### src/hw/rtl/assert_macros.svh
// assertion macros for the rtl folder
`ifndef ASSERT_MACROS_SVH
`define ASSERT_MACROS_SVH

// same-cycle implication, clocked on clk, off during rst
`define ASSERT_NOW(label, ante, cons) \
  label: assert property (@(posedge clk) disable iff (rst) (ante) |-> (cons)) \
    else $error("assertion failed");

// next-cycle implication, clocked on clk, off during rst
`define ASSERT_NEXT(label, ante, cons) \
  label: assert property (@(posedge clk) disable iff (rst) (ante) |=> (cons)) \
    else $error("assertion failed");

`endif

### src/hw/rtl/dibs_pkg.sv
// types, codes and constants of the dual image boot selector
package dibs_pkg;

  localparam int unsigned CntW   = 6;
  localparam int unsigned VerW   = 8;
  localparam int unsigned ScoreW = 8;
  localparam int unsigned AddrW  = 5;
  localparam int unsigned DataW  = 32;

  localparam logic [1:0] REQ_REPORT = 2'd0;
  localparam logic [1:0] REQ_CLEAR  = 2'd1;
  localparam logic [1:0] REQ_SELECT = 2'd2;

  localparam logic [1:0] DEC_SLOT0    = 2'd0;
  localparam logic [1:0] DEC_SLOT1    = 2'd1;
  localparam logic [1:0] DEC_FALLBACK = 2'd2;

  localparam logic [2:0] REG_SLOT0_BASE = 3'd0;
  localparam logic [2:0] REG_SLOT_SIZE  = 3'd1;
  localparam logic [2:0] REG_COUNT_LIM  = 3'd2;
  localparam logic [2:0] REG_SAVED_VER  = 3'd3;
  localparam logic [2:0] REG_VER_MASK   = 3'd4;

  localparam logic [31:0] STACK_MASK  = 32'h2FFE_0000;
  localparam logic [31:0] STACK_MATCH = 32'h2000_0000;
  localparam logic [8:0]  PRESENT_SCORE = 9'd2;

  localparam logic [31:0]   RST_SLOT0_BASE = 32'd0;
  localparam logic [30:0]   RST_SLOT_SIZE  = 31'd262144;
  localparam logic [CntW-1:0] RST_COUNT_LIM = 6'd3;
  localparam logic [VerW-1:0] RST_SAVED_VER = 8'd0;
  localparam logic [VerW-1:0] RST_VER_MASK  = 8'hFF;

  typedef struct packed {
    logic [31:0]     slot0_base;
    logic [30:0]     slot_size;
    logic [CntW-1:0] count_limit;
    logic [VerW-1:0] saved_hw_version;
    logic [VerW-1:0] hw_version_mask;
  } cfg_t;

  typedef struct packed {
    logic [1:0]      req_type;
    logic            slot;
    logic            run_ok;
    logic [31:0]     stack_word0;
    logic [31:0]     entry_addr0;
    logic [VerW-1:0] image_hw_version0;
    logic [31:0]     stack_word1;
    logic [31:0]     entry_addr1;
    logic [VerW-1:0] image_hw_version1;
  } in_item_t;

  typedef struct packed {
    logic [1:0]        decision;
    logic [ScoreW-1:0] score_a;
    logic [ScoreW-1:0] score_b;
    logic [CntW-1:0]   pass_count;
    logic [CntW-1:0]   fail_count;
  } out_item_t;

endpackage

### src/hw/rtl/dibs_in_if.sv
// request channel interface
interface dibs_in_if;
  import dibs_pkg::*;

  logic     valid;
  logic     ready;
  in_item_t data;

  modport source (output valid, output data, input ready);
  modport sink (input valid, input data, output ready);
endinterface

### src/hw/rtl/dibs_out_if.sv
// result channel interface
interface dibs_out_if;
  import dibs_pkg::*;

  logic      valid;
  logic      ready;
  out_item_t data;

  modport source (output valid, output data, input ready);
  modport sink (input valid, input data, output ready);
endinterface

### src/hw/rtl/dibs_apb_regs.sv
// apb configuration register file
module dibs_apb_regs (
  input  logic                       clk,
  input  logic                       rst,
  input  logic                       psel,
  input  logic                       penable,
  input  logic                       pwrite,
  input  logic [dibs_pkg::AddrW-1:0] paddr,
  input  logic [dibs_pkg::DataW-1:0] pwdata,
  output logic [dibs_pkg::DataW-1:0] prdata,
  output logic                       pready,
  output dibs_pkg::cfg_t             cfg
);
  import dibs_pkg::*;

  logic [2:0] reg_idx;
  logic       wr_en;

  assign reg_idx = paddr[AddrW-1:2];
  assign pready  = 1'b1;
  assign wr_en   = psel & penable & pwrite & pready;

  always_ff @(posedge clk) begin
    if (rst) begin
      cfg.slot0_base       <= RST_SLOT0_BASE;
      cfg.slot_size        <= RST_SLOT_SIZE;
      cfg.count_limit      <= RST_COUNT_LIM;
      cfg.saved_hw_version <= RST_SAVED_VER;
      cfg.hw_version_mask  <= RST_VER_MASK;
    end else if (wr_en) begin
      case (reg_idx)
        REG_SLOT0_BASE: cfg.slot0_base       <= pwdata;
        REG_SLOT_SIZE:  cfg.slot_size        <= pwdata[30:0];
        REG_COUNT_LIM:  cfg.count_limit      <= pwdata[CntW-1:0];
        REG_SAVED_VER:  cfg.saved_hw_version <= pwdata[VerW-1:0];
        REG_VER_MASK:   cfg.hw_version_mask  <= pwdata[VerW-1:0];
        default: ;
      endcase
    end
  end

  always_comb begin
    case (reg_idx)
      REG_SLOT0_BASE: prdata = cfg.slot0_base;
      REG_SLOT_SIZE:  prdata = {1'b0, cfg.slot_size};
      REG_COUNT_LIM:  prdata = {{(DataW-CntW){1'b0}}, cfg.count_limit};
      REG_SAVED_VER:  prdata = {{(DataW-VerW){1'b0}}, cfg.saved_hw_version};
      REG_VER_MASK:   prdata = {{(DataW-VerW){1'b0}}, cfg.hw_version_mask};
      default:        prdata = '0;
    endcase
  end
endmodule

### src/hw/rtl/dibs_score.sv
// score of one image slot
module dibs_score (
  input  logic [33:0]                 base,
  input  logic [33:0]                 top,
  input  logic [31:0]                 stack_word,
  input  logic [31:0]                 entry_addr,
  input  logic [dibs_pkg::VerW-1:0]   image_ver,
  input  logic [dibs_pkg::VerW-1:0]   saved_ver,
  input  logic [dibs_pkg::VerW-1:0]   ver_mask,
  input  logic [dibs_pkg::CntW-1:0]   pass_ctr,
  input  logic [dibs_pkg::CntW-1:0]   fail_ctr,
  input  logic [dibs_pkg::CntW-1:0]   count_limit,
  output logic [dibs_pkg::ScoreW-1:0] score
);
  import dibs_pkg::*;

  logic       present;
  logic       ver_match;
  logic [6:0] diff;
  logic [8:0] raw;

  assign present = ((stack_word & STACK_MASK) == STACK_MATCH)
                 && ({2'b00, entry_addr} >= base)
                 && ({2'b00, entry_addr} <= top);
  assign ver_match = (image_ver & ver_mask) == (saved_ver & ver_mask);
  assign diff = {1'b0, pass_ctr} - {1'b0, fail_ctr};
  // signed 2 + 2 * (pass - fail)
  assign raw = PRESENT_SCORE + {diff[6], diff, 1'b0};

  always_comb begin
    if (!present) begin
      score = '0;
    end else if (!ver_match) begin
      score = PRESENT_SCORE[ScoreW-1:0];
    end else if (fail_ctr == count_limit) begin
      score = '0;
    end else if (raw[8] || (raw == 9'd0)) begin
      score = 8'd1;
    end else begin
      score = raw[ScoreW-1:0];
    end
  end
endmodule

### src/hw/rtl/dual_image_boot_selector_core.sv
// top level of the dual image boot selector
// One request beat in, one result beat out, one request per cycle sustained
// while the result side is not stalled. A request is captured in an input
// register; from there the scoring, the counter update and the tie-break step
// run in one pass of logic and land in the result register once that register
// is empty or its beat is being taken, and the result beat is offered from the
// result register. The pass/fail counters and tie pointer change as a request
// moves into the result register, so back-to-back requests always see the
// effects of the ones before them. Configuration must be written by the user
// through the apb port while no request is in flight; the block does not check.
`include "assert_macros.svh"

module dual_image_boot_selector_core (
  input  logic                       clk,
  input  logic                       rst,
  dibs_in_if.sink                    req,
  dibs_out_if.source                 rsp,
  input  logic                       psel,
  input  logic                       penable,
  input  logic                       pwrite,
  input  logic [dibs_pkg::AddrW-1:0] paddr,
  input  logic [dibs_pkg::DataW-1:0] pwdata,
  output logic [dibs_pkg::DataW-1:0] prdata,
  output logic                       pready
);
  import dibs_pkg::*;

  cfg_t            cfg;
  logic            s1_valid;
  in_item_t        s1;
  logic            out_valid;
  out_item_t       out_data;
  out_item_t       out_next;
  logic            advance;
  logic [CntW-1:0] pass_ctr [2];
  logic [CntW-1:0] fail_ctr [2];
  logic [CntW-1:0] pass_ctr_next [2];
  logic [CntW-1:0] fail_ctr_next [2];
  logic            tie_ptr;
  logic            tie_ptr_next;
  logic [33:0]     base0;
  logic [33:0]     top0;
  logic [33:0]     top1;
  logic [ScoreW-1:0] sa;
  logic [ScoreW-1:0] sb;
  logic            is_report;
  logic            is_clear;
  logic            is_select;

  dibs_apb_regs u_regs (
    .clk     (clk),
    .rst     (rst),
    .psel    (psel),
    .penable (penable),
    .pwrite  (pwrite),
    .paddr   (paddr),
    .pwdata  (pwdata),
    .prdata  (prdata),
    .pready  (pready),
    .cfg     (cfg)
  );

  assign base0 = {2'b00, cfg.slot0_base};
  assign top0  = base0 + {3'b000, cfg.slot_size};
  assign top1  = top0 + {3'b000, cfg.slot_size};

  dibs_score u_score0 (
    .base        (base0),
    .top         (top0),
    .stack_word  (s1.stack_word0),
    .entry_addr  (s1.entry_addr0),
    .image_ver   (s1.image_hw_version0),
    .saved_ver   (cfg.saved_hw_version),
    .ver_mask    (cfg.hw_version_mask),
    .pass_ctr    (pass_ctr[0]),
    .fail_ctr    (fail_ctr[0]),
    .count_limit (cfg.count_limit),
    .score       (sa)
  );

  dibs_score u_score1 (
    .base        (top0),
    .top         (top1),
    .stack_word  (s1.stack_word1),
    .entry_addr  (s1.entry_addr1),
    .image_ver   (s1.image_hw_version1),
    .saved_ver   (cfg.saved_hw_version),
    .ver_mask    (cfg.hw_version_mask),
    .pass_ctr    (pass_ctr[1]),
    .fail_ctr    (fail_ctr[1]),
    .count_limit (cfg.count_limit),
    .score       (sb)
  );

  // handshake and pipeline control
  assign advance   = s1_valid && (!out_valid || rsp.ready);
  assign req.ready = !s1_valid || advance;
  assign rsp.valid = out_valid;
  assign rsp.data  = out_data;

  assign is_report = s1.req_type == REQ_REPORT;
  assign is_clear  = s1.req_type == REQ_CLEAR;
  assign is_select = s1.req_type == REQ_SELECT;

  // counter update
  always_comb begin
    for (int i = 0; i < 2; i++) begin
      pass_ctr_next[i] = pass_ctr[i];
      fail_ctr_next[i] = fail_ctr[i];
      if (is_clear) begin
        pass_ctr_next[i] = '0;
        fail_ctr_next[i] = '0;
      end else if (is_report && (s1.slot == i[0])) begin
        if (s1.run_ok) begin
          if (pass_ctr[i] < cfg.count_limit) pass_ctr_next[i] = pass_ctr[i] + 1'b1;
          if (fail_ctr[i] != '0) fail_ctr_next[i] = fail_ctr[i] - 1'b1;
        end else begin
          if (pass_ctr[i] != '0) pass_ctr_next[i] = pass_ctr[i] - 1'b1;
          if (fail_ctr[i] < cfg.count_limit) fail_ctr_next[i] = fail_ctr[i] + 1'b1;
        end
      end
    end
  end

  // decision and result beat
  always_comb begin
    tie_ptr_next        = tie_ptr;
    out_next.decision   = DEC_SLOT0;
    out_next.score_a    = '0;
    out_next.score_b    = '0;
    out_next.pass_count = pass_ctr_next[s1.slot];
    out_next.fail_count = fail_ctr_next[s1.slot];
    if (is_select) begin
      out_next.score_a = sa;
      out_next.score_b = sb;
      if (sa > sb) begin
        out_next.decision = DEC_SLOT0;
      end else if (sa < sb) begin
        out_next.decision = DEC_SLOT1;
      end else if (sa == '0) begin
        out_next.decision = DEC_FALLBACK;
      end else begin
        out_next.decision = tie_ptr ? DEC_SLOT1 : DEC_SLOT0;
        tie_ptr_next      = ~tie_ptr;
      end
    end
  end

  always_ff @(posedge clk) begin
    if (rst) begin
      s1_valid    <= 1'b0;
      out_valid   <= 1'b0;
      tie_ptr     <= 1'b0;
      pass_ctr[0] <= '0;
      pass_ctr[1] <= '0;
      fail_ctr[0] <= '0;
      fail_ctr[1] <= '0;
    end else begin
      if (req.valid && req.ready) begin
        s1_valid <= 1'b1;
      end else if (advance) begin
        s1_valid <= 1'b0;
      end
      if (advance) begin
        out_valid   <= 1'b1;
        tie_ptr     <= tie_ptr_next;
        pass_ctr[0] <= pass_ctr_next[0];
        pass_ctr[1] <= pass_ctr_next[1];
        fail_ctr[0] <= fail_ctr_next[0];
        fail_ctr[1] <= fail_ctr_next[1];
      end else if (rsp.ready) begin
        out_valid <= 1'b0;
      end
    end
  end

  always_ff @(posedge clk) begin
    if (req.valid && req.ready) begin
      s1 <= req.data;
    end
    if (advance) begin
      out_data <= out_next;
    end
  end

  `ASSERT_NOW(a_fallback_zero, out_valid && (out_data.decision == DEC_FALLBACK), (out_data.score_a == '0) && (out_data.score_b == '0))
  `ASSERT_NEXT(a_clear_zero, advance && is_clear, (pass_ctr[0] == '0) && (pass_ctr[1] == '0) && (fail_ctr[0] == '0) && (fail_ctr[1] == '0))
  `ASSERT_NEXT(a_tie_hold, !(advance && is_select), tie_ptr == $past(tie_ptr))
  `ASSERT_NEXT(a_stage_kept, s1_valid && !advance, s1_valid)
endmodule
### src/flat_wrapper.sv
// flat-port wrapper written by rule: the top's interface ports become plain ports
module dual_image_boot_selector_core_flat import dibs_pkg::*;
  (clk, rst, psel, penable, pwrite, paddr, pwdata, prdata, pready, req_valid, req_data, req_ready, rsp_valid, rsp_data, rsp_ready);
  dibs_in_if req_i ();
  dibs_out_if rsp_i ();
  input  logic clk;
  input  logic rst;
  input  logic psel;
  input  logic penable;
  input  logic pwrite;
  input  logic [dibs_pkg::AddrW-1:0] paddr;
  input  logic [dibs_pkg::DataW-1:0] pwdata;
  output logic [dibs_pkg::DataW-1:0] prdata;
  output logic pready;
  input wire logic [$bits(req_i.valid)-1:0] req_valid;
  input wire logic [$bits(req_i.data)-1:0] req_data;
  output wire logic [$bits(req_i.ready)-1:0] req_ready;
  output wire logic [$bits(rsp_i.valid)-1:0] rsp_valid;
  output wire logic [$bits(rsp_i.data)-1:0] rsp_data;
  input wire logic [$bits(rsp_i.ready)-1:0] rsp_ready;
  assign req_i.valid = req_valid;
  assign req_i.data = req_data;
  assign req_ready = req_i.ready;
  assign rsp_valid = rsp_i.valid;
  assign rsp_data = rsp_i.data;
  assign rsp_i.ready = rsp_ready;
  dual_image_boot_selector_core u_core (.clk(clk), .rst(rst), .req(req_i), .rsp(rsp_i), .psel(psel), .penable(penable), .pwrite(pwrite), .paddr(paddr), .pwdata(pwdata), .prdata(prdata), .pready(pready));
endmodule
### config.mk
export PLATFORM = sky130hd
export DESIGN_NAME = dual_image_boot_selector_core_flat
export DESIGN_NICKNAME = d
export VERILOG_FILES = /design/src/hw/rtl/dibs_pkg.sv /design/src/hw/rtl/dibs_in_if.sv /design/src/hw/rtl/dibs_out_if.sv /design/src/hw/rtl/dibs_apb_regs.sv /design/src/hw/rtl/dibs_score.sv /design/src/hw/rtl/dual_image_boot_selector_core.sv /design/src/flat_wrapper.sv
export VERILOG_INCLUDE_DIRS = /design/src /design/src/hw/rtl
export SDC_FILE = /design/constraint.sdc
export NUM_CORES = 1
export LEC_CHECK = 0
export BUFFER_PORTS_ARGS = -buffer_cell sky130_fd_sc_hd__buf_2
export CAP_MARGIN = 20
export CORE_MARGIN = 1.5
export CORE_UTILIZATION = 59
export CTS_CLUSTER_DIAMETER = 200
export DETAILED_ROUTE_END_ITERATION = 10
export PLACE_DENSITY = 0.82
export SLEW_MARGIN = 0
export SYNTH_ARGS = -nofsm -noshare
export SYNTH_HDL_FRONTEND = slang
export SYNTH_SLANG_ARGS = --single-unit
export TNS_END_PERCENT = 1
### constraint.sdc
create_clock -name clk -period 10.6 [get_ports clk]
set_input_delay 1.59 -clock clk [delete_from_list [all_inputs] [get_ports clk]]
set_output_delay 1.59 -clock clk [all_outputs]
set_load 0.01 [all_outputs]
### Yosys cells after proc, flatten, opt, wreduce, memory -nomap -nowiden

Memory sizes are Yosys's and may differ from the RTL's.
Cells that the tools add are included.
Widths: inputs -> output; s select.

| word-level totals | value |
|---|---|
| register bits after elaboration | 262 |
| output and inout bits | 65 |
| memories kept | 2 |
| memory bits (writable) | 24 |
| input port bits | 192 |

Memories:

| memory | words | bits a word | read ports | clocked after Yosys merged registers in | wr ports | line | text |
|---|---|---|---|---|---|---|---|
| u_core.fail_ctr | 2 | 6 | 2 | 0 | 2 | dual_image_boot_selector_core.sv:36 | `logic [CntW-1:0] fail_ctr [2];` |
| u_core.pass_ctr | 2 | 6 | 2 | 0 | 2 | dual_image_boot_selector_core.sv:35 | `logic [CntW-1:0] pass_ctr [2];` |

| operators by class | value |
|---|---|
| eq/ne operators | 12 |
| order comparisons | 11 |
| bitwise operators | 16 |
| multiplexer cells | 51 |
| reduce and logical (&&, ||, !) cells | 33 |
| add/sub/neg operators | 14 |

Operators by type and width:

| kind | number |
|---|---|
| $mux 6 | 30 |
| $pmux 32 s5 | 1 |
| $le 32x34->1 | 2 |
| $mux 8 | 8 |
| $add 34x31->34 | 1 |
| $ge 32x34->1 | 1 |
| $add 32x31->33 | 1 |
| $ge 32x32->1 | 1 |
| $add 6x1->6 const B | 4 |
| $and 8x8->8 | 3 |
| $eq 12x12->1 const B | 2 |
| $lt 6x6->1 | 4 |
| $reduce_bool 6->1 | 4 |
| $sub 6x1->6 const B | 4 |
| $add 3x8->9 const A | 2 |
| $logic_not 9->1 | 2 |
| $eq 8x8->1 | 2 |
| $sub 6x6->7 | 2 |
| $eq 6x6->1 | 2 |
| $mux 1 | 11 |
| $reduce_and 2->1 | 5 |
| $gt 8x8->1 | 1 |
| $logic_and 1x1->1 | 8 |
| $logic_not 8->1 | 1 |
| 20 further kinds | 35 |

### Longest topological paths before layout

Gate-level depths: netlist of the first run.
An unclocked memory read counts as a cell.

| depth | value |
|---|---|
| depth after elaboration | 12 |
| mapped depth | 40 |
| gate-level depth less buffers | 39 |

### Cells and area by module

Synthesis of the first run repeated with hierarchy kept, for this count alone.

| unflattened totals | value |
|---|---|
| cell total of the unflattened synthesis | 2103 |
| area total of the unflattened synthesis | 20666.1 um^2 |

Modules (own cells, without submodules):

| module | instances | area each (um^2) | cells each |
|---|---|---|---|
| dual_image_boot_selector_core | 1 | 11805.1 | 1051 |
| dibs_apb_regs | 1 | 4053.9 | 401 |
| dibs_score (u_core.u_score0) | 1 | 2404.8 | 325 |
| dibs_score (u_core.u_score1) | 1 | 2402.3 | 326 |

### Worst setup path after synthesis of the first run

Ideal clock, no wire load.

| timing | value |
|---|---|
| path kind | register to register |
| start | reg, netlist name u_core.u_regs.cfg[29] |
| end | reg u_core.tie_ptr |
| data required time | 10.477 ns |
| clock period less this slack | 7.396 ns |
| stages on the path, launching flop included | 38 |
| slack | 3.204 ns |
| data arrival time | 7.273 ns |
| path through | dfxtp_1 > ha_1 > a21o_1 > or3_1 > o21ai_0 > o21ai_0 > a21o_2 > a21o_1 > xor2_1 > ha_1 > nand3_1 > nor3b_1 > a211oi_1 > a21oi_1 > o31ai_1 > o31ai_1 > a211o_1 > a21oi_1 > [2 not listed] > nand4_1 > nor4_1 > nand3_1 > o31ai_1 > a21oi_1 > o21a_2 > buf_6 > or4_4 > ha_1 > nor2b_1 > o21ai_0 > nand2b_1 > a21oi_1 > o21ai_0 > nand3_1 > nor2_1 > nand2_1 > mux2_1 |

| on the way | value |
|---|---|
| word-level cells in the longest chain between the ends | 8 |
| elaborated cells between the ends (all ways) | 17 |
| those cells by class | add/sub: 2; order compare: 5; mux: 2; bitwise: 3; reduce/logical: 5 |

RTL lines:

| what | line | text |
|---|---|---|
| $add 32x31->33 | dual_image_boot_selector_core.sv:64 | `assign top0 = base0 + {3'b000, cfg.slot_size};` |
| $add 34x31->34 / $ge 32x34->1 (equally long branches) | dual_image_boot_selector_core.sv:65, dibs_score.sv:23 |  |
| $le 32x34->1 / $logic_and 1x1->1 (equally long branches) | dibs_score.sv:24, dibs_score.sv:23 |  |
| $logic_and 1x1->1 | dibs_score.sv:24 | `&& ({2'b00, entry_addr} <= top);` |
| $mux 8 | dibs_score.sv:31 | `if (!present) begin` |
| $gt 8x8->1 / $lt 8x8->1 (equally long branches) | dual_image_boot_selector_core.sv:136, dual_image_boot_selector_core.sv:138 |  |
| $not 1->1 (no line) | -- |  |
| $reduce_and 5->1 (no line) * | -- |  |
| end signal: assignment | dual_image_boot_selector_core.sv:166 | `tie_ptr <= tie_ptr_next;` |
| end: declaration | dual_image_boot_selector_core.sv:39 | `logic tie_ptr;` |

Every way passes the cells marked *; elsewhere a longest branch is shown, timed or not.
A chain may end at the register's enable or synchronous reset.

### Final worst setup path of the first run

| timing | value |
|---|---|
| start | reg, netlist name u_core.u_regs.cfg[22] |
| end | reg u_core.tie_ptr |

| on the way | value |
|---|---|
| word-level cells in the longest chain between the ends | 8 |
| elaborated cells between the ends (all ways) | 17 |
| those cells by class | add/sub: 2; order compare: 5; mux: 2; bitwise: 3; reduce/logical: 5 |

RTL lines:

| what | line |
|---|---|
| $add 32x31->33 | dual_image_boot_selector_core.sv:64 |
| $add 34x31->34 / $ge 32x34->1 (equally long branches) | dual_image_boot_selector_core.sv:65, dibs_score.sv:23 |
| $le 32x34->1 / $logic_and 1x1->1 (equally long branches) | dibs_score.sv:24, dibs_score.sv:23 |
| $logic_and 1x1->1 | dibs_score.sv:24 |
| $mux 8 | dibs_score.sv:31 |
| $gt 8x8->1 / $lt 8x8->1 (equally long branches) | dual_image_boot_selector_core.sv:136, dual_image_boot_selector_core.sv:138 |
| $not 1->1 (no line) | -- |
| $reduce_and 5->1 (no line) * | -- |

Marked as above.

==> run_results.csv, run 1 <==
group,metric,value,unit
yosys,ys_top_cells_by_area,"sky130_fd_sc_hd__edfxtp_1, sky130_fd_sc_hd__ha_1, sky130_fd_sc_hd__dfxtp_1",
die,die_height,180,µm
yosys,avgSynthCellArea,9.10,µm²
cts,cell_at_the_root_of_the_clock_tree,"sky130_fd_sc_hd__clkbuf_16",
yosys,synth-seq-area-share,35.9,%
power,static-leakage-power,8.87,nW
global_routing,grt_antenna_before_repair,0,
setup_path,crit_slowest_cell,"sky130_fd_sc_hd__or4_4",
layout,final_cell_mix,"sky130_fd_sc_hd__ha_1, sky130_fd_sc_hd__nand2_1, sky130_fd_sc_hd__buf_2",
sta,grt_setup_unrepaired,"no",
die,dieWidth,180,µm
die,boundaryPins,257,
power,intPower,1.87,mW
yosys,postSynthRegisterBits,250,
yosys,postSynth.asyncResetShare,0,%
power,power_frac_clock,41.8,%
sta,tns,0,ns
power,power.switching_fraction,26.6,%
setup_path,critical_path.top_delay_family,"compound AO/OA/AOI/OAI gates",
yosys,post_synth_instance_area,18500,µm²
yosys,synth_largest_area_cell,"sky130_fd_sc_hd__edfxtp_1",
die,area_enclosed_by_the_die_boundary,32400,µm²
layout,mostFrequentLayoutCell,"sky130_fd_sc_hd__ha_1",
setup_path,worstPathArrival,9.05,ns
detailed_routing,drt-total-wl,52.2,mm
setup_path,setup.worst_path.class,"register to register",
setup_path,critical_path_required,11.07,ns
cts,cts.htree.levels,1,
sta,hold_ws,0.477,ns
sta,post-route-period-util,80.9,%
placement,gp_congestion,0.971,
cts,clock_latency,0.58,ns
outcome,run_status,"finished, final reports clean",
power,sequentialPowerShare,44.0,%
yosys,synthDistinctLibCells,81,
cts,tritoncts,"yes",
flow_run,maxCapViolCount,0,
detailed_routing,ant_nets,0,
detailed_routing,avgRoutedWirePerCell,19.9,µm
layout,finish.net_count,2650,
detailed_routing,via_count,16600,
power,power,2.55,mW
global_routing,remaining_global_route_overflow,0,
sta,report.final.setup_viol,0,
sta,slew_violations,0,
yosys,ys_warn_count,0,
sta,timing_hold_violations_final,0,
layout,antenna_cells,0,
placement,portBuffers,213,
yosys,syn-instance-count,2029,
layout,design_area,20900,µm²
setup_path,critical_path.endpoint_type,"register",
yosys,ys_dominant_reg_cell,"sky130_fd_sc_hd__edfxtp_1",
layout,finish.utilization,68.1,%
power,power.ir.vdd_worst,126,µV
sta,tightest_slew,1.09,ns
layout,syn2layout_area_growth,13.2,%
setup_path,timing.critical_path.fanout_max,16,
cts,cts_setup_buffers,0,
placement,dp_hpwl,39.9,mm
setup_path,crit_buf_inv,1,
sta,layout_min_cycle_time,8.58,ns
die,core-area,30700,µm²
power,power_density,122,nW/µm²
yosys,synth_enable_flop_cells,162,
detailed_routing,dr.first_iter.drc_count,1365,
detailed_routing,firstDrtPassIters,8,
cts,cts-buffers-inserted,29,
setup_path,worst_setup_path_start_kind,"register",
cts,cts.sink_count,250,
die,starting_density,60.2,%
cts,cts.path.max_buffers,3,
cts,cts_resized,0,
die,fp-row-count,64,
detailed_routing,remaining_drc_errors,0,
setup_path,timing.critical_path.slowest_cell_delay,0.54,ns
placement,placed_cell_area,19800,µm²
yosys,post-synth-top-area-fraction,26.4,%
global_routing,number_of_global_route_vias_before_repair,16100,
detailed_routing,post_drt_via_cell_ratio,6.33,
power,comb_power_share,14.2,%
sta,max-slew-margin-rel,27.2,%
layout,post_route_cells_drive_above_1_share,13.9,%
sta,max_clock_freq,117,MHz
power,power.net_switching,0.679,mW
worst_hold_path,min-delay-path-class,"register to register",
global_routing,grt_pass1_wl,83.2,mm
global_routing,grtUsageTotal,31.6,%
cts,cts_hold_buffers,0,
sta,finalClockSkew,0.0102,ns
layout,fillers,2478,
cts,cts.clk_slew.worst_paths,0.06,ns
global_routing,grt_max_degree,93,
yosys,synth.net_count,2471,
[cell families (layout without fill, tap and decap cells)]
kind of cell	Yosys count	in the layout	share of synthesized area (%)
flops	250	250	35.9
other cells	1	1	0.0203
mux	22	22	1.23
xor+xnor	99	99	4.74
buf+inv	192	394	4.03
fa+ha+maj	250	250	17.1
simple gates	656	656	17.1
compound gates	559	559	19.9
[layer usage]
layer / GRT usage [%] / vias to the layer above / wire, µm
met1: 41.6 / 7929 / 22000
met5: 0 / - / 0
li1: - / 7874 / -
met2: 53.4 / 710 / 24400
met4: 9.70 / 0 / 1640
met3: 5.06 / 118 / 4170
[power groups by stage]
stage / registers, mW / clock network (mW) / logic (mW)
after floorplan: 1.13 / 0 / 0.246
after global placement: 1.14 / 0 / 0.338
final: 1.12 / 1.06 / 0.362
after global routing: 1.13 / 1.12 / 0.402
after detailed placement: 1.14 / 0 / 0.353
after CTS: 1.12 / 1.08 / 0.356
[metrics by stage]
stage	cells	setup WS, ns
3_3_place_gp	2571	2.26
5_1_grt	2627	1.30
3_5_place_dp	2572	2.14
4_1_cts	2626	2.09
6_report	2627	2.02
2_1_floorplan	2029	3.20
[worst register-to-register path: cells and delay by family, from the launching register on]
kind,cells,cell delay (ns)
AO/OA/AOI/OAI,17,3.66
AND/OR/NAND/NOR,12,2.14
adder cells (fa/ha/maj),5,1.54
flip-flops,1,0.46
multiplexers,1,0.32
XOR/XNOR,2,0.30
buffers and inverters,1,0.06
[worst paths after layout]
check	start	endpoint	slack (ns)	cells past startpoint
max	u_core.u_regs.cfg[22]	u_core.tie_ptr	2.02	38
min	u_core.u_regs.cfg[17]	u_core.u_regs.cfg[17]	0.48	1
max reg2reg	u_core.u_regs.cfg[22]	u_core.tie_ptr	2.02	38
min reg2reg	u_core.u_regs.cfg[17]	u_core.u_regs.cfg[17]	0.48	1
[sequential cells by signal, summed over array words and instances (netlist names)]
register / flops
u_core.rsp.data: 30
u_core.u_regs.cfg: 85
u_core.pass_ctr: 12
u_core.fail_ctr: 12
u_core.s1: 108
u_core.tie_ptr: 1
u_core.s1_valid: 1
u_core.rsp.valid: 1
[cells in the mapped netlist, types with 38 or more instances]
cell                         n
sky130_fd_sc_hd__a21o_1     62
sky130_fd_sc_hd__nand2_1   241
sky130_fd_sc_hd__nand3_1    46
sky130_fd_sc_hd__xnor2_1    48
sky130_fd_sc_hd__inv_1     115
sky130_fd_sc_hd__clkbuf_1   67
sky130_fd_sc_hd__a21oi_1   179
sky130_fd_sc_hd__ha_1      246
sky130_fd_sc_hd__o21ai_0    86
sky130_fd_sc_hd__nand4_1    39
sky130_fd_sc_hd__dfxtp_1    88
sky130_fd_sc_hd__xor2_1     50
sky130_fd_sc_hd__nor2_1    128
sky130_fd_sc_hd__nor3_1     38
sky130_fd_sc_hd__edfxtp_1  162
[final cells by class]
type	instances	area (µm²)	area share [%]
multi-input cells	1587	11100	53.2
flip-flops and latches	250	6630	31.7
repair buffers	225	1180	5.67
clock buffers	42	902	4.32
well taps	396	495	2.37
inverters	115	432	2.07
clock inverters	12	140	0.671
Power figures use the tool's default switching activity.
==> run 2: changes to the inputs <==
--- a/config.mk
+++ b/config.mk
@@ -6,13 +6,14 @@
 export SDC_FILE = /design/constraint.sdc
 export NUM_CORES = 1
 export LEC_CHECK = 0
+export ABC_AREA = 1
 export BUFFER_PORTS_ARGS = -buffer_cell sky130_fd_sc_hd__buf_2
 export CAP_MARGIN = 20
 export CORE_MARGIN = 1.5
-export CORE_UTILIZATION = 59
+export CORE_UTILIZATION = 53
 export CTS_CLUSTER_DIAMETER = 200
 export DETAILED_ROUTE_END_ITERATION = 10
-export PLACE_DENSITY = 0.82
+export PLACE_DENSITY = 0.78
 export SLEW_MARGIN = 0
 export SYNTH_ARGS = -nofsm -noshare
 export SYNTH_HDL_FRONTEND = slang
==> constraint.sdc (replaced) <==
create_clock -name clk -period 7.8 [get_ports clk]
set_input_delay 1.17 -clock clk [delete_from_list [all_inputs] [get_ports clk]]
set_output_delay 1.17 -clock clk [all_outputs]
set_load 0.01 [all_outputs]
==> run 2 against run 1 <==
Effect of this change:
- sequential cell count unchanged
- synthesized cell count up 12%
- clock skew up 0.037 ns
- non-clock buffer count up 1
- routed wire length up 0.59%
- die area up 11%
- count of clock-buffer cells in the layout down 2
- fmax up 21%
- via count up 0.34%
==> run_results.csv, run 2 <==
group,metric,value,unit
cts,cts.clk_slew.worst_paths,0.06,ns
die,starting_density,53.5,%
sta,post-route-period-util,90.8,%
layout,syn2layout_area_growth,13.7,%
cts,clock_latency,0.59,ns
sta,timing_hold_violations_final,0,
layout,largest-register,"u_core.s1",
global_routing,grt_pass1_wl,83.2,mm
setup_path,worstPathArrival,7.61,ns
yosys,synth_largest_area_cell,"sky130_fd_sc_hd__edfxtp_1",
power,power.ir.vdd_worst,186,µV
placement,gp_congestion,0.940,
yosys,most_frequent_cell_after_synthesis,"sky130_fd_sc_hd__nand2_1",
cts,cts-buffers-inserted,28,
setup_path,worst_setup_path_start_kind,"register",
power,sequentialPowerShare,44.8,%
placement,portBuffers,213,
yosys,ys_top_cells_by_area,"sky130_fd_sc_hd__edfxtp_1, sky130_fd_sc_hd__ha_1, sky130_fd_sc_hd__dfxtp_1",
yosys,postSynthRegisterBits,250,
yosys,synth-seq-area-share,36.1,%
cts,cts_resized,0,
yosys,ys_warn_count,0,
detailed_routing,dr_wl_met3,3.05,mm
sta,layout_min_cycle_time,7.08,ns
layout,largest_reg_flops,108,
yosys,synth_enable_flop_cells,162,
worst_hold_path,holdPathStages,2,
yosys,synth.net_count,2709,
detailed_routing,avgRoutedWirePerCell,17.8,µm
global_routing,grt_max_degree,82,
sta,max-slew-margin-rel,29.4,%
setup_path,setup.worst_path.class,"register to register",
placement,dp_hpwl,41.0,mm
sta,grt_setup_unrepaired,"no",
power,power_density,163,nW/µm²
die,area_enclosed_by_the_die_boundary,35800,µm²
die,boundaryPins,257,
cts,tritoncts,"yes",
sta,slew_violations,0,
yosys,postSynth.asyncResetShare,0,%
power,power_frac_clock,39.5,%
global_routing,grt_antenna_before_repair,1,
detailed_routing,wl_met1,22.3,mm
power,static-leakage-power,9.27,nW
power,power,3.40,mW
setup_path,critical_path.endpoint_type,"register",
yosys,synthDistinctLibCells,60,
detailed_routing,dr.first_iter.drc_count,874,
detailed_routing,remaining_drc_errors,0,
yosys,post_synth_instance_area,18400,µm²
sta,tightest_slew,1.06,ns
die,fp-row-count,68,
cts,cell_at_the_root_of_the_clock_tree,"sky130_fd_sc_hd__clkbuf_16",
layout,post_route_cells_drive_above_1_share,12.5,%
setup_path,rr_worst_depth,47,
layout,final_cell_mix,"sky130_fd_sc_hd__nand2_1, sky130_fd_sc_hd__inv_1, sky130_fd_sc_hd__nor2_1",
layout,mostFrequentLayoutCell,"sky130_fd_sc_hd__nand2_1",
detailed_routing,highest_layer_used_for_signal_routing,"met4",
cts,cts.path.max_buffers,3,
die,die_height,189,µm
sta,max_clock_freq,141,MHz
detailed_routing,ant_nets,0,
outcome,run_status,"finished, final reports clean",
setup_path,crit_slowest_cell,"sky130_fd_sc_hd__a21boi_0",
global_routing,number_of_global_route_vias_before_repair,16300,
power,comb_power_share,15.7,%
yosys,avgSynthCellArea,8.10,µm²
power,power.switching_fraction,27.8,%
worst_hold_path,min-delay-path-class,"register to register",
detailed_routing,firstDrtPassIters,5,
global_routing,grtUsageTotal,29.2,%
sta,report.final.setup_viol,0,
sta,tns,0,ns
detailed_routing,via_count,16700,
yosys,post-synth-top-area-fraction,26.5,%
yosys,cell_types_with_the_highest_counts_after_synthesis,"sky130_fd_sc_hd__nand2_1, sky130_fd_sc_hd__inv_1, sky130_fd_sc_hd__nor2_1, sky130_fd_sc_hd__ha_1, sky130_fd_sc_hd__a21oi_1",
die,core-area,34400,µm²
layout,finish.net_count,2918,
setup_path,critical-path-top-cell-by-count,"sky130_fd_sc_hd__nand2_1",
detailed_routing,met2_length,25.2,mm
cts,cts.htree.levels,1,
cts,cts_hold_buffers,0,
power,power.net_switching,0.945,mW
cts,cts_setup_buffers,0,
cts,cts.sink_count,250,
setup_path,timing.critical_path.fanout_max,8,
detailed_routing,post_drt_via_cell_ratio,5.65,
setup_path,timing.critical_path.slowest_cell_delay,0.60,ns
flow_run,maxCapViolCount,0,
power,intPower,2.46,mW
global_routing,remaining_global_route_overflow,0,
yosys,syn-instance-count,2267,
yosys,ys_dominant_reg_cell,"sky130_fd_sc_hd__edfxtp_1",
die,dieWidth,189,µm
sta,finalClockSkew,0.0473,ns
detailed_routing,drt-total-wl,52.5,mm
setup_path,critical_path_required,8.33,ns
==> run 2: cell count changes after synthesis, moves of 23 or more <==
cell,before,now
sky130_fd_sc_hd__nand2_1,241,359
sky130_fd_sc_hd__o21ai_0,86,206
sky130_fd_sc_hd__a22o_1,26,0
sky130_fd_sc_hd__nor2_1,128,256
sky130_fd_sc_hd__nor2b_1,32,0
sky130_fd_sc_hd__clkbuf_1,67,44
sky130_fd_sc_hd__nand2b_1,24,0
sky130_fd_sc_hd__a22oi_1,25,2
sky130_fd_sc_hd__nand3_1,46,71
sky130_fd_sc_hd__a21oi_1,179,212
sky130_fd_sc_hd__a21o_1,62,7
sky130_fd_sc_hd__inv_1,115,265
==> run 2: metrics by stage <==
| stage | cell area, µm² | util [%] | worst slack (ns) | std cells | hold slack [ns] |
|---|---|---|---|---|---|
| after floorplan | 18400 | - | 1.79 | 2267 | 0.464 |
| after global placement | 19900 | 58.0 | 0.619 | 2900 | 0.489 |
| after detailed placement | 19900 | 58.0 | 0.523 | 2900 | 0.496 |
| after CTS | 20900 | 60.7 | 0.457 | 2952 | 0.504 |
| after global routing | 20900 | 60.8 | 0.00896 | 2953 | 0.529 |
| final | 20900 | 60.8 | 0.720 | 2954 | 0.504 |
==> run 2: path summary, 6_finish.rpt <==
kind | slack [ns] | from | end
worst min register to register | 0.50 | u_core.u_regs.cfg[66] | u_core.u_regs.cfg[66]
worst min-delay path | 0.50 | u_core.u_regs.cfg[66] | u_core.u_regs.cfg[66]
worst max register to register | 0.72 | u_core.u_regs.cfg[22] | u_core.tie_ptr
worst max-delay path | 0.72 | u_core.u_regs.cfg[22] | u_core.tie_ptr
==> run 2: layout make-up <==
class | instances | area (µm²)
Tap cell | 455 | 569
Inverter | 268 | 1010
Multi-Input combinational cell | 1702 | 10600
Clock inverter | 12 | 151
Clock buffer | 40 | 796
Sequential cell | 250 | 6630
Antenna cell | 1 | 2.50
Fill cell | 3033 | 13500
Timing Repair Buffer | 226 | 1160
==> run 2: worst max-delay path, delay by kind of cell, from the launching register on <==
kind,cells,cell delay [ns]
fa+ha+maj,5,1.53
xor+xnor,2,0.34
compound gates,9,1.89
flops,1,0.45
simple gates,26,2.52
buf+inv,5,0.31
==> run 2: power by group through the flow <==
stage | Clock (mW) | Sequential [mW] | Combinational [mW]
global placement | 0 | 1.55 | 0.505
global route | 1.41 | 1.53 | 0.604
CTS | 1.37 | 1.52 | 0.529
detailed placement | 0 | 1.55 | 0.524
floorplan | 0 | 1.53 | 0.365
finish | 1.34 | 1.53 | 0.533
==> run 2: layer usage <==
layer | global-route usage (%) | up-vias
li1 | - | 8254
met1 | 36.8 | 7807
met2 | 51.3 | 525
met3 | 3.87 | 102
met4 | 10.0 | 0
met5 | 0 | -
==> run 2: logic make-up (layout without fill, tap and decap cells) <==
group / after synthesis / count (layout) / synth area share (%)
buffers and inverters: 315 / 546 / 6.52
multiplexers: 4 / 4 / 0.218
AO/OA/AOI/OAI: 534 / 534 / 16.3
XOR/XNOR: 95 / 95 / 4.65
AND/OR/NAND/NOR: 818 / 818 / 19.0
flip-flops: 250 / 250 / 36.1
other: 1 / 2 / 0.0204
adder cells (fa/ha/maj): 250 / 250 / 17.2
